### src/design/lfd_pkg.sv
// shared types, constants and the crc32c byte update for the log fragment deframer
`default_nettype none
package lfd_pkg;

   localparam int BLOCK_SIZE  = 32768;
   localparam int PAGE_SIZE   = 4096;
   localparam int HEADER_SIZE = 7;

   localparam int BOFF_W = $clog2(BLOCK_SIZE);
   localparam int PAGE_W = $clog2(PAGE_SIZE);
   localparam int ROOM_W = BOFF_W + 1;

   localparam logic [31:0] START_OFFSET_RESET = 32'd1;
   localparam logic [31:0] CRC_POLY           = 32'h82F63B78;
   localparam logic [31:0] CRC_INIT           = 32'hFFFFFFFF;

   // configuration register indexes
   localparam logic [1:0] CSR_START_OFFSET   = 2'd0;
   localparam logic [1:0] CSR_BATCH_CHECK    = 2'd1;
   localparam logic [1:0] CSR_RECOVER_ENABLE = 2'd2;

   // result kinds
   localparam logic [1:0] KIND_PAYLOAD = 2'd0;
   localparam logic [1:0] KIND_ACCEPT  = 2'd1;
   localparam logic [1:0] KIND_ERROR   = 2'd2;

   // status codes
   localparam logic [2:0] ST_OK          = 3'd0;
   localparam logic [2:0] ST_BAD_LENGTH  = 3'd1;
   localparam logic [2:0] ST_CRC         = 3'd2;
   localparam logic [2:0] ST_FRAG_RECORD = 3'd3;
   localparam logic [2:0] ST_FRAG_BATCH  = 3'd4;

   typedef struct packed {
      logic        restart;
      logic [31:0] start_offset;
      logic        batch_check;
      logic        recover_enable;
   } lfd_cfg_type;

   // one input byte tagged with where it sits in the file
   typedef struct packed {
      logic [7:0]        data;
      logic [31:0]       pos;
      logic [BOFF_W-1:0] boff;
      logic              page_start;
      logic              block_last;
      logic              near_end;
   } lfd_byte_type;

   typedef struct packed {
      logic [1:0]  kind;
      logic [7:0]  data;
      logic [7:0]  frag_type;
      logic [31:0] frag_offset;
      logic [2:0]  status;
      logic        last;
   } lfd_result_type;

   function automatic logic [31:0] crc32c_byte(input logic [31:0] crc, input logic [7:0] b);
      logic [31:0] c;
      c = crc ^ {24'd0, b};
      for (int i = 0; i < 8; i++) begin
         c = c[0] ? ((c >> 1) ^ CRC_POLY) : (c >> 1);
      end
      return c;
   endfunction

   function automatic logic is_start(input logic [7:0] t);
      return (t[3:2] <= 2'd1) && (t[1:0] <= 2'd1);
   endfunction

endpackage
`default_nettype wire

### src/design/lfd_front.sv
// front end: takes bytes, tags file position and block/page flags, queues them
`default_nettype none
module lfd_front import lfd_pkg::*; (
   input  wire logic         clock,
   input  wire logic         reset,
   input  wire lfd_cfg_type  cfg,
   input  wire logic         push,
   input  wire logic [7:0]   in_byte,
   output logic              full,
   output logic              item_valid,
   output lfd_byte_type      item,
   input  wire logic         item_take
);
   localparam int FQ_DEPTH = 4;
   localparam int FQ_PTR_W = $clog2(FQ_DEPTH);

   lfd_byte_type            q_ff [FQ_DEPTH];
   logic [FQ_PTR_W-1:0]     wr_ff, wr_in, rd_ff, rd_in;
   logic [FQ_PTR_W:0]       count_ff, count_in;
   logic [31:0]             position_ff, position_in;
   logic                    accept, take;
   lfd_byte_type            byte_info;

   assign full       = (count_ff == (FQ_PTR_W+1)'(FQ_DEPTH));
   assign item_valid = (count_ff != '0);
   assign item       = q_ff[rd_ff];
   assign accept     = push && !full;
   assign take       = item_take && item_valid;

   // page size is a power of two, so page alignment is a mask on the low bits
   always_comb begin
      byte_info.data       = in_byte;
      byte_info.pos        = position_ff;
      byte_info.boff       = position_ff[BOFF_W-1:0];
      byte_info.page_start = (position_ff[PAGE_W-1:0] == '0);
      byte_info.block_last = (position_ff[BOFF_W-1:0] == BOFF_W'(BLOCK_SIZE - 1));
      byte_info.near_end   = (position_ff[BOFF_W-1:0] > BOFF_W'(BLOCK_SIZE - HEADER_SIZE));
   end

   always_comb begin
      wr_in       = accept ? wr_ff + FQ_PTR_W'(1) : wr_ff;
      rd_in       = take ? rd_ff + FQ_PTR_W'(1) : rd_ff;
      count_in    = count_ff + (FQ_PTR_W+1)'(accept) - (FQ_PTR_W+1)'(take);
      position_in = accept ? position_ff + 32'd1 : position_ff;
   end

   always_ff @(posedge clock) begin
      if (reset) begin
         wr_ff       <= '0;
         rd_ff       <= '0;
         count_ff    <= '0;
         position_ff <= START_OFFSET_RESET;
      end else if (cfg.restart) begin
         wr_ff       <= '0;
         rd_ff       <= '0;
         count_ff    <= '0;
         position_ff <= cfg.start_offset;
      end else begin
         wr_ff       <= wr_in;
         rd_ff       <= rd_in;
         count_ff    <= count_in;
         position_ff <= position_in;
      end
   end

   always_ff @(posedge clock) begin
      if (accept) begin
         q_ff[wr_ff] <= byte_info;
      end
   end

endmodule
`default_nettype wire

### src/design/lfd_rsp_queue.sv
// result queue: takes up to two results a cycle, hands out one
`default_nettype none
module lfd_rsp_queue import lfd_pkg::*; (
   input  wire logic           clock,
   input  wire logic           reset,
   input  wire logic           restart,
   input  wire logic [1:0]     push_n,
   input  wire lfd_result_type push_a,
   input  wire lfd_result_type push_b,
   output logic                room2,
   output logic                empty,
   output lfd_result_type      head,
   input  wire logic           pop
);
   localparam int RQ_DEPTH = 4;
   localparam int RQ_PTR_W = $clog2(RQ_DEPTH);

   lfd_result_type          q_ff [RQ_DEPTH];
   logic [RQ_PTR_W-1:0]     wr_ff, rd_ff, wr_next;
   logic [RQ_PTR_W:0]       count_ff;
   logic                    take;

   assign empty   = (count_ff == '0);
   assign head    = q_ff[rd_ff];
   assign take    = pop && !empty;
   assign room2   = (count_ff <= (RQ_PTR_W+1)'(RQ_DEPTH - 2));
   assign wr_next = wr_ff + RQ_PTR_W'(1);

   always_ff @(posedge clock) begin
      if (reset || restart) begin
         wr_ff    <= '0;
         rd_ff    <= '0;
         count_ff <= '0;
      end else begin
         wr_ff    <= wr_ff + RQ_PTR_W'(push_n);
         rd_ff    <= take ? rd_ff + RQ_PTR_W'(1) : rd_ff;
         count_ff <= count_ff + (RQ_PTR_W+1)'(push_n) - (RQ_PTR_W+1)'(take);
      end
   end

   always_ff @(posedge clock) begin
      if (push_n != 2'd0) begin
         q_ff[wr_ff] <= push_a;
      end
      if (push_n == 2'd2) begin
         q_ff[wr_next] <= push_b;
      end
   end

endmodule
`default_nettype wire

### src/design/lfd_back.sv
// back end: header parse, payload streaming, crc and fragment order checks
`default_nettype none
module lfd_back import lfd_pkg::*; (
   input  wire logic         clock,
   input  wire logic         reset,
   input  wire lfd_cfg_type  cfg,
   input  wire logic         item_valid,
   input  wire lfd_byte_type item,
   output logic              item_take,
   input  wire logic         room2,
   output logic [1:0]        push_n,
   output lfd_result_type    push_a,
   output lfd_result_type    push_b
);
   localparam logic [2:0] PH_SEEK      = 3'd0;
   localparam logic [2:0] PH_TRAILER   = 3'd1;
   localparam logic [2:0] PH_HEADER    = 3'd2;
   localparam logic [2:0] PH_PAYLOAD   = 3'd3;
   localparam logic [2:0] PH_SKIPBLOCK = 3'd4;
   localparam logic [2:0] PH_HALT      = 3'd5;

   logic [2:0]        phase_ff, phase_in;
   logic [2:0]        hcount_ff, hcount_in;
   logic [31:0]       stored_ff, stored_in;
   logic [15:0]       left_ff, left_in;
   logic [31:0]       crc_ff, crc_in;
   logic [7:0]        prev_ff, prev_in;
   logic [7:0]        cur_ff, cur_in;
   logic              nonempty_ff, nonempty_in;
   logic [31:0]       hoff_ff, hoff_in;
   logic [BOFF_W-1:0] hboff_ff, hboff_in;
   logic              hunting_ff, hunting_in;

   logic              step;
   lfd_result_type    res [2];
   logic [1:0]        k;
   logic              do_finish, fin_ne, do_fail;
   logic [2:0]        fail_status;
   logic              rec_ok, bat_ok;
   logic [ROOM_W-1:0] room;
   logic [7:0]        b;

   assign item_take = room2;
   assign step      = item_valid && room2;
   assign b         = item.data;

   always_comb begin
      phase_in    = phase_ff;
      hcount_in   = hcount_ff;
      stored_in   = stored_ff;
      left_in     = left_ff;
      crc_in      = crc_ff;
      prev_in     = prev_ff;
      cur_in      = cur_ff;
      nonempty_in = nonempty_ff;
      hoff_in     = hoff_ff;
      hboff_in    = hboff_ff;
      hunting_in  = hunting_ff;
      res[0]      = '0;
      res[1]      = '0;
      k           = 2'd0;
      do_finish   = 1'b0;
      fin_ne      = 1'b0;
      do_fail     = 1'b0;
      fail_status = ST_OK;
      rec_ok      = 1'b0;
      bat_ok      = 1'b0;
      room        = ROOM_W'(BLOCK_SIZE - HEADER_SIZE) - ROOM_W'(hboff_ff);

      case (phase_ff)
         PH_TRAILER, PH_SKIPBLOCK: begin
            if (item.block_last) begin
               phase_in = PH_SEEK;
            end
         end
         PH_HALT: begin
         end
         PH_HEADER: begin
            if (hcount_ff < 3'd4) begin
               stored_in = stored_ff | ({24'd0, b} << {hcount_ff[1:0], 3'd0});
            end else if (hcount_ff == 3'd4) begin
               cur_in = b;
               crc_in = crc32c_byte(CRC_INIT, b);
            end else begin
               crc_in = crc32c_byte(crc_ff, b);
               if (hcount_ff == 3'd5) begin
                  left_in = {left_ff[15:8], b};
               end else begin
                  left_in = {b, left_ff[7:0]};
               end
            end
            hcount_in = hcount_ff + 3'd1;
            if (hcount_ff == 3'(HEADER_SIZE - 1)) begin
               hcount_in = 3'd0;
               if ({{(32-16){1'b0}}, left_in} > {{(32-ROOM_W){1'b0}}, room}) begin
                  do_fail     = 1'b1;
                  fail_status = ST_BAD_LENGTH;
               end else if (left_in == 16'd0) begin
                  do_finish = 1'b1;
               end else begin
                  phase_in = PH_PAYLOAD;
               end
            end
         end
         PH_PAYLOAD: begin
            crc_in = crc32c_byte(crc_ff, b);
            if (!hunting_ff || is_start(cur_ff)) begin
               res[0].kind        = KIND_PAYLOAD;
               res[0].data        = b;
               res[0].frag_type   = cur_ff;
               res[0].frag_offset = hoff_ff;
               res[0].status      = ST_OK;
               k                  = 2'd1;
            end
            left_in = left_ff - 16'd1;
            if (left_in == 16'd0) begin
               do_finish = 1'b1;
               fin_ne    = 1'b1;
            end
         end
         default: begin
            // pad byte after a finished non-empty record fragment at a page start
            if (item.page_start && nonempty_ff &&
                (cur_ff[3:2] == 2'd0 || cur_ff[3:2] == 2'd3)) begin
               phase_in = PH_SEEK;
            end else if (item.near_end) begin
               phase_in = item.block_last ? PH_SEEK : PH_TRAILER;
            end else begin
               phase_in  = PH_HEADER;
               hoff_in   = item.pos;
               hboff_in  = item.boff;
               stored_in = {24'd0, b};
               left_in   = 16'd0;
               hcount_in = 3'd1;
            end
         end
      endcase

      if (do_finish) begin
         rec_ok = ((prev_ff[3:2] == 2'd0 || prev_ff[3:2] == 2'd3) && cur_in[3:2] <= 2'd1) ||
                  ((prev_ff[3:2] == 2'd1 || prev_ff[3:2] == 2'd2) && cur_in[3:2] >= 2'd2 &&
                   ((prev_ff[5:4] ^ cur_in[5:4]) == 2'd0));
         bat_ok = ((prev_ff[1:0] == 2'd0 || prev_ff[1:0] == 2'd3) && cur_in[1:0] <= 2'd1) ||
                  ((prev_ff[1:0] == 2'd1 || prev_ff[1:0] == 2'd2) && cur_in[1:0] >= 2'd2);
         if ((crc_in ^ CRC_INIT) != stored_in) begin
            do_fail     = 1'b1;
            fail_status = ST_CRC;
         end else begin
            nonempty_in = fin_ne;
            phase_in    = PH_SEEK;
            if (hunting_ff && !is_start(cur_in)) begin
               // still hunting: fragment checked but dropped
            end else if (!hunting_ff && !rec_ok) begin
               do_fail     = 1'b1;
               fail_status = ST_FRAG_RECORD;
            end else if (!hunting_ff && cfg.batch_check && !bat_ok) begin
               do_fail     = 1'b1;
               fail_status = ST_FRAG_BATCH;
            end else begin
               hunting_in              = 1'b0;
               prev_in                 = cur_in;
               res[k[0]].kind          = KIND_ACCEPT;
               res[k[0]].frag_type     = cur_in;
               res[k[0]].frag_offset   = hoff_in;
               res[k[0]].status        = ST_OK;
               k                       = k + 2'd1;
            end
         end
      end

      if (do_fail) begin
         res[k[0]].kind        = KIND_ERROR;
         res[k[0]].frag_type   = cur_in;
         res[k[0]].frag_offset = hoff_in;
         res[k[0]].status      = fail_status;
         k                     = k + 2'd1;
         if (cfg.recover_enable) begin
            hunting_in  = 1'b1;
            cur_in      = 8'd0;
            nonempty_in = 1'b0;
            prev_in     = 8'd0;
            phase_in    = item.block_last ? PH_SEEK : PH_SKIPBLOCK;
         end else begin
            phase_in = PH_HALT;
         end
      end

      if (k == 2'd1) begin
         res[0].last = 1'b1;
      end else if (k == 2'd2) begin
         res[1].last = 1'b1;
      end
   end

   assign push_n = step ? k : 2'd0;
   assign push_a = res[0];
   assign push_b = res[1];

   always_ff @(posedge clock) begin
      if (reset || cfg.restart) begin
         phase_ff    <= PH_SEEK;
         hcount_ff   <= '0;
         stored_ff   <= '0;
         left_ff     <= '0;
         crc_ff      <= CRC_INIT;
         prev_ff     <= '0;
         cur_ff      <= '0;
         nonempty_ff <= 1'b0;
         hoff_ff     <= '0;
         hboff_ff    <= '0;
         hunting_ff  <= 1'b0;
      end else if (step) begin
         phase_ff    <= phase_in;
         hcount_ff   <= hcount_in;
         stored_ff   <= stored_in;
         left_ff     <= left_in;
         crc_ff      <= crc_in;
         prev_ff     <= prev_in;
         cur_ff      <= cur_in;
         nonempty_ff <= nonempty_in;
         hoff_ff     <= hoff_in;
         hboff_ff    <= hboff_in;
         hunting_ff  <= hunting_in;
      end
   end

endmodule
`default_nettype wire

### src/design/log_fragment_deframer_crc32c_unit.sv
// top level of the log fragment deframer with crc32c check
//
// channel   direction  handshake            payload
// req       in         push / full          req_in_byte
// rsp       out        pop / empty          rsp_kind rsp_data rsp_frag_type rsp_frag_offset
//                                           rsp_status rsp_last
// csr       in         csr_valid/csr_ready  csr_index csr_wdata
//
// one byte per cycle sustained; the back end takes a byte whenever one is queued
// and the result queue has room for two results
// a result reaches the rsp ports once its byte has been registered in the front queue
// and the back end has written the result into the result queue
// reset is synchronous and needs no clearing pass; a start_offset write restarts all but
// the csr settings; a stalled rsp side backs up into the front queue and then raises full
`default_nettype none
module log_fragment_deframer_crc32c_unit import lfd_pkg::*; (
   input  wire logic        clock,
   input  wire logic        reset,
   input  wire logic        push,
   output logic             full,
   input  wire logic [7:0]  req_in_byte,
   output logic             empty,
   input  wire logic        pop,
   output logic [1:0]       rsp_kind,
   output logic [7:0]       rsp_data,
   output logic [7:0]       rsp_frag_type,
   output logic [31:0]      rsp_frag_offset,
   output logic [2:0]       rsp_status,
   output logic             rsp_last,
   input  wire logic        csr_valid,
   output logic             csr_ready,
   input  wire logic [1:0]  csr_index,
   input  wire logic [31:0] csr_wdata
);
   logic           batch_check_ff, recover_enable_ff;
   lfd_cfg_type    cfg;
   logic           wr;
   logic           item_valid, item_take, room2;
   lfd_byte_type   item;
   logic [1:0]     push_n;
   lfd_result_type push_a, push_b, head;

   assign csr_ready = 1'b1;
   assign wr        = csr_valid && csr_ready;

   always_ff @(posedge clock) begin
      if (reset) begin
         batch_check_ff    <= 1'b1;
         recover_enable_ff <= 1'b1;
      end else if (wr) begin
         case (csr_index)
            // start offset goes straight into the front end through the restart
            CSR_START_OFFSET: begin
            end
            CSR_BATCH_CHECK:    batch_check_ff    <= csr_wdata[0];
            CSR_RECOVER_ENABLE: recover_enable_ff <= csr_wdata[0];
            default: begin
            end
         endcase
      end
   end

   always_comb begin
      cfg.restart        = wr && (csr_index == CSR_START_OFFSET);
      cfg.start_offset   = csr_wdata;
      cfg.batch_check    = batch_check_ff;
      cfg.recover_enable = recover_enable_ff;
   end

   lfd_front u_front (
      .clock      (clock),
      .reset      (reset),
      .cfg        (cfg),
      .push       (push),
      .in_byte    (req_in_byte),
      .full       (full),
      .item_valid (item_valid),
      .item       (item),
      .item_take  (item_take)
   );

   lfd_back u_back (
      .clock      (clock),
      .reset      (reset),
      .cfg        (cfg),
      .item_valid (item_valid),
      .item       (item),
      .item_take  (item_take),
      .room2      (room2),
      .push_n     (push_n),
      .push_a     (push_a),
      .push_b     (push_b)
   );

   lfd_rsp_queue u_rsp_queue (
      .clock   (clock),
      .reset   (reset),
      .restart (cfg.restart),
      .push_n  (push_n),
      .push_a  (push_a),
      .push_b  (push_b),
      .room2   (room2),
      .empty   (empty),
      .head    (head),
      .pop     (pop)
   );

   assign rsp_kind        = head.kind;
   assign rsp_data        = head.data;
   assign rsp_frag_type   = head.frag_type;
   assign rsp_frag_offset = head.frag_offset;
   assign rsp_status      = head.status;
   assign rsp_last        = head.last;

endmodule
`default_nettype wire

### config.mk
export PLATFORM = sky130hd
export DESIGN_NAME = log_fragment_deframer_crc32c_unit
export DESIGN_NICKNAME = d
export VERILOG_FILES = /design/src/design/lfd_pkg.sv /design/src/design/lfd_front.sv /design/src/design/lfd_rsp_queue.sv /design/src/design/lfd_back.sv /design/src/design/log_fragment_deframer_crc32c_unit.sv
export SDC_FILE = /design/constraint.sdc
export NUM_CORES = 1
export LEC_CHECK = 0
export BUFFER_PORTS_ARGS = -buffer_cell sky130_fd_sc_hd__buf_2
export CAP_MARGIN = 20
export CORE_AREA = 2 2 253 255
export CTS_CLUSTER_SIZE = 16
export DETAILED_ROUTE_END_ITERATION = 8
export DIE_AREA = 0 0 255 257
export PLACE_DENSITY = 0.69
export SETUP_SLACK_MARGIN = 0.02
export SYNTH_ARGS = -nofsm -noshare
export SYNTH_HDL_FRONTEND = slang
export SYNTH_SLANG_ARGS = --single-unit
### constraint.sdc
create_clock -name clock -period 28.5 [get_ports clock]
set_input_delay 1.425 -clock clock [delete_from_list [all_inputs] [get_ports clock]]
set_output_delay 1.425 -clock clock [all_outputs]
set_load 0.05 [all_outputs]
# After elaboration in Yosys (flattened, before gate mapping)
# Memories as Yosys holds them, arrays and structs flattened. A register that Yosys moved wholly into a read port is not among the register bits.
# Cells that the tools add are included.
# Widths: inputs -> output; s select.
[totals]
ff_bits = 199
mem_bits_rw = 448
in_bits = 47
out_inout_bits = 57
elab_cells = 315
memories = 2
[memory_table]
columns = ["memory", "depth", "width", "rd", "rd_clocked_by_memory_dff", "write_ports", "line", "source"]
rows = [
  ["u_front.q_ff", 4, 58, 1, 1, 1, "lfd_front.sv:17", "lfd_byte_type q_ff [FQ_DEPTH];"],
  ["u_rsp_queue.q_ff", 4, 54, 1, 1, 2, "lfd_rsp_queue.sv:18", "lfd_result_type q_ff [RQ_DEPTH];"],
]
[classes]
addsub = 15
magnitude_cmp = 14
eq_ne = 27
shifts = 1
muxes = 151
bitwise_logic = 28
n_reduce_logical = 57
[op_table]
columns = ["op", "n"]
rows = [
  ["$bwmux 108", 8],
  ["$mux 32", 26],
  ["$mux 108", 6],
  ["$demux 54 s1", 8],
  ["$not 16->17", 16],
  ["$pmux 32 s2", 2],
  ["$mux 54", 2],
  ["$mux 51", 2],
  ["$mux 16", 6],
  ["$mux 8", 12],
  ["$mux 44", 2],
  ["$mux 36", 2],
  ["$mux 3", 21],
  ["$pmux 16 s3", 1],
  ["$mux 1", 36],
  ["$add 32x1->32 const B", 1],
  ["$logic_not 16->1", 2],
  ["$ne 32x32->1", 1],
  ["$not 32->32", 1],
  ["$not 8->32", 1],
  ["$or 32x32->32", 1],
  ["$shl 8x5->32", 1],
  ["$xor 32x8->32", 1],
  ["$mux 2", 12],
  ["other kinds (46)", 122],
]

# Logic depth before layout (Yosys ltp)
[depth]
word_depth = 36
depth_mapped = 28
depth_no_buf = 26

# Cells and area by module
# A second synthesis with hierarchy kept.
[hier_totals]
hier_cells = 2726
area_unflattened_um2 = 32921.6
[modules_own_cells]
columns = ["module", "n_inst", "cells_each", "area_per_inst_um2", "seq_area_each_um2"]
rows = [
  ["lfd_back", 1, 1584, 12647.1, 2982.9],
  ["lfd_rsp_queue", 1, 574, 11347.1, 6666.4],
  ["lfd_front", 1, 556, 8822.2, 5985.7],
  ["log_fragment_deframer_crc32c_unit", 1, 12, 105.1, 40.0],
]

# Worst setup path after synthesis
# Ideal clock, no wire load.
[synth_path]
path_type = "register to register"
from = "register (tool-made name)"
to = "memory u_rsp_queue.q_ff[0][0] (netlist name), enable pin"
setup_time_ps = 546
arrival_time_ps = 10119
required_time_ps = 27954
slack_ps = 17836
path_stages_with_launch = 26
n_path_buf = 4
period_less_slack_ps = 10664
path_cell_list = "dfxtp_1 > buf_6 > mux4_2 > buf_4 > buf_1 > clkbuf_1 > mux2i_1 > inv_1 > ha_1 > nand3_1 > o221ai_1 > a21o_1 > a21o_1 > a211o_1 > a221oi_1 > o21ai_0 > o21ai_0 > a31oi_1 > nor3_1 > nand2_1 > a21oi_1 > ha_1 > a211oi_1 > o21ai_2 > nor2b_1 > o31ai_1"
[synth_rtl]
columns = ["element", "line"]
rows = [
  ["end, declared", "lfd_rsp_queue.sv:18"],
]

==> flow_metrics.tcl <==
set metrics [dict create \
    cts_hold_buffers 0 \
    period_needed_ns 9.39 \
    crit_arrival_ns 9.62 \
    yosysWarnings 0 \
    slew_headroom_pct 26.8 \
    start_util_pct 49.6 \
    port_buffers 102 \
    htreeDepth 3 \
    synthesis.area_sq_mm 0.0311 \
    synth_largest_area_cell "edfxtp_1" \
    timing.critical_path.fanout_max 54 \
    hold_path_class "flop to flop" \
    track_usage_pct 28.7 \
    drc 0 \
    core_sq_mm 0.0627 \
    drive_gt1_share_pct 15.6 \
    die_x_microns 255 \
    antenna_left 0 \
    viasPerCell 6.22 \
    fmax_mhz 107 \
    start_kind "flop" \
    overflow 0 \
    cts.sinks 589 \
    final.fill_count 5269 \
    antenna_found_initial 2 \
    worstPathRequired_ns 28.73 \
    worst_pin_slew_ns 1.09 \
    finalCritPeriodShare_pct 32.9 \
    fp.dieArea_sq_mm 0.0655 \
    cap_viol_max_count 0 \
    cts-root-buf "clkbuf_16" \
    insertion_delay_ns 0.62 \
    synth_edf_count 388 \
    ys_ff_latch 589 \
    worstSetupEndpointType "flop" \
    drt-initial-drc-count 2636 \
    synth.distinct_cells 98 \
    cts_setup_buffers 0 \
    synthArstFlopShare_pct 0 \
    place_congestion 0.970 \
    synth_cells 2769 \
    avgSynthCellArea_sq_um 11.2 \
    p_per_area_mw_per_mm2 111 \
    power.total_w 0.00384 \
    crit_type "flop to flop" \
    grt_pass1_wl_mm 141 \
    grt_pass1_vias 22300 \
    synth_most_common_cell "edfxtp_1" \
    synth.area.top_cells "edfxtp_1, dfxtp_1, mux4_2" \
    io_pins 104 \
    firstDrtPassIters 6 \
    grt_max_degree 78 \
    synth_common_cells "edfxtp_1, nand2_1, nor2_1, dfxtp_1, a21oi_1" \
    dp_hpwl_mm 63.3 \
    yosysSeqAreaShare_pct 50.3 \
    syn_nets 2857 \
    setup_viol 0 \
    slew_violations 0 \
    final.setup.tns_ns 0 \
    routed_wl_mm 94.1 \
    p_leak_nw 12.2 \
    vias 23100 \
    synth.top_cell.area_share_pct 37.4 \
    cts_tree "done" \
    path_clk_slew_ns 0.06 \
    tritoncts.num_buffers 66 \
    rows 92 \
    peakVddDrop_v 0.0000794 \
    instances_no_fill 3708 \
    cts.path.max_buffers 3 \
    nets 2897 \
    clock_skew_ns 0.0251 \
    rsz0062_at_grt "no" \
    status "finished clean" \
    ys.flop_type "edfxtp_1" \
    area_delta_synth_final_pct 11.5 \
    place_inst 3586 \
    cts.repair.resized 0 \
    reg2reg_slack_ns 19.11 \
    hold_viol 0 \
    detail_route.wl_per_cell_microns 25.4 \
    die_h_microns 257 \
]
[power breakdown]
part | internal (W) | switching (W)
clock | 0.000516 | 0.000354
combinational | 0.000723 | 0.00116
sequential | 0.000985 | 0.000107
total | 0.00222 | 0.00162
[layout by cell type (no fill, tap or decap), drive strengths merged, types with 14 or more instances in the layout]
| cell | n |
|---|---|
| nand2b | 17 |
| buf | 155 |
| xnor3 | 33 |
| nand3 | 60 |
| ha | 39 |
| or4 | 14 |
| or3 | 23 |
| and3 | 25 |
| a21oi | 152 |
| mux2 | 15 |
| inv | 51 |
| clkbuf | 88 |
| xor2 | 75 |
| o211ai | 15 |
| a211oi | 34 |
| a22oi | 63 |
| nor3 | 46 |
| and2 | 22 |
| a22o | 18 |
| edfxtp | 388 |
| nor2b | 147 |
| nand2 | 272 |
| xnor2 | 121 |
| nand4 | 27 |
| clkinv | 22 |
| o22ai | 16 |
| mux4 | 99 |
| o21ai | 100 |
| mux2i | 53 |
| nor2 | 262 |
| dfxtp | 201 |
[worst paths after layout]
path | startpoint | endpoint | cells after the start
worst min register to register | u_back.cur_ff[5] | u_back.cur_ff[5] | 2
worst min-delay path | u_back.cur_ff[5] | u_back.cur_ff[5] | 2
worst max register to register | flop | u_rsp_queue.q_ff[3][26] | 19
worst max-delay path | flop | u_rsp_queue.q_ff[3][26] | 19
[cell type report]
class,instances,area [sq um],area share [%]
Inverter,49,184,0.530
Sequential cell,589,15700,45.2
Multi-Input combinational cell,1947,14600,42.0
Clock inverter,33,408,1.17
Clock buffer,87,1810,5.22
Tap cell,846,1060,3.05
Timing Repair Buffer,156,973,2.80
Antenna cell,1,2.50,0.00721
[flip-flops by register name, indices dropped and copies added, names as in the netlist, 3 cells and up, named ones only]
signal                count
u_back.hoff_ff           32
u_back.cur_ff             8
u_rsp_queue.q_ff        216
u_back.phase_ff           3
u_rsp_queue.count_ff      3
u_front.position_ff      32
u_front.q_ff            172
u_back.hcount_ff          3
u_front.count_ff          3
u_back.left_ff           16
u_back.prev_ff            6
u_back.crc_ff            32
u_back.stored_ff         32
u_back.hboff_ff          15
[worst max-delay path: stages (launching register included)]
cell	delay, ns
dfxtp_2	0.69
buf_4	0.47
mux2_2	0.42
a221oi_2	0.65
nand2_2	0.61
a22oi_1	0.64
nor2_1	0.18
a221oi_1	0.24
o311ai_1	0.13
a2111oi_0	0.58
nand4_2	0.44
nor3_4	0.49
nand2_1	0.17
a21oi_1	0.72
ha_1	0.37
a211oi_1	0.71
o21ai_2	0.28
nor2b_1	0.30
nor3b_2	0.21
buf_4	0.67
[cell families (layout without fill, tap and decap cells)]
logic type,count (synthesis),in the layout,synth area share [%]
simple gates,973,973,15.3
flops,589,589,50.3
compound gates,534,534,11.4
buf+inv,233,325,3.12
xor+xnor,231,231,8.64
mux,167,167,9.49
fa+ha+maj,41,41,1.70
other cells,1,2,0.0120
[layer usage]
metal	vias to the layer above	global-route usage, %	wire (microns)
met2	1105	43.6	42800
met5	-	0	13
li1	10300	-	-
met3	197	4.93	8250
met4	2	11.1	3380
met1	11500	41.0	39700
[per-stage QoR]
step                      util (%)  area [sq um]  setup slack (ns)  hold slack, ns
final                         55.3         34700             19.11           0.468
after global placement        51.7         32400             19.46           0.446
after floorplan                  -         31100             17.84           0.436
after global routing          55.3         34700             18.37           0.494
after detailed placement      51.8         32500             19.27           0.457
after CTS                     55.3         34700             19.26           0.469
Power figures use the tool's default switching activity.
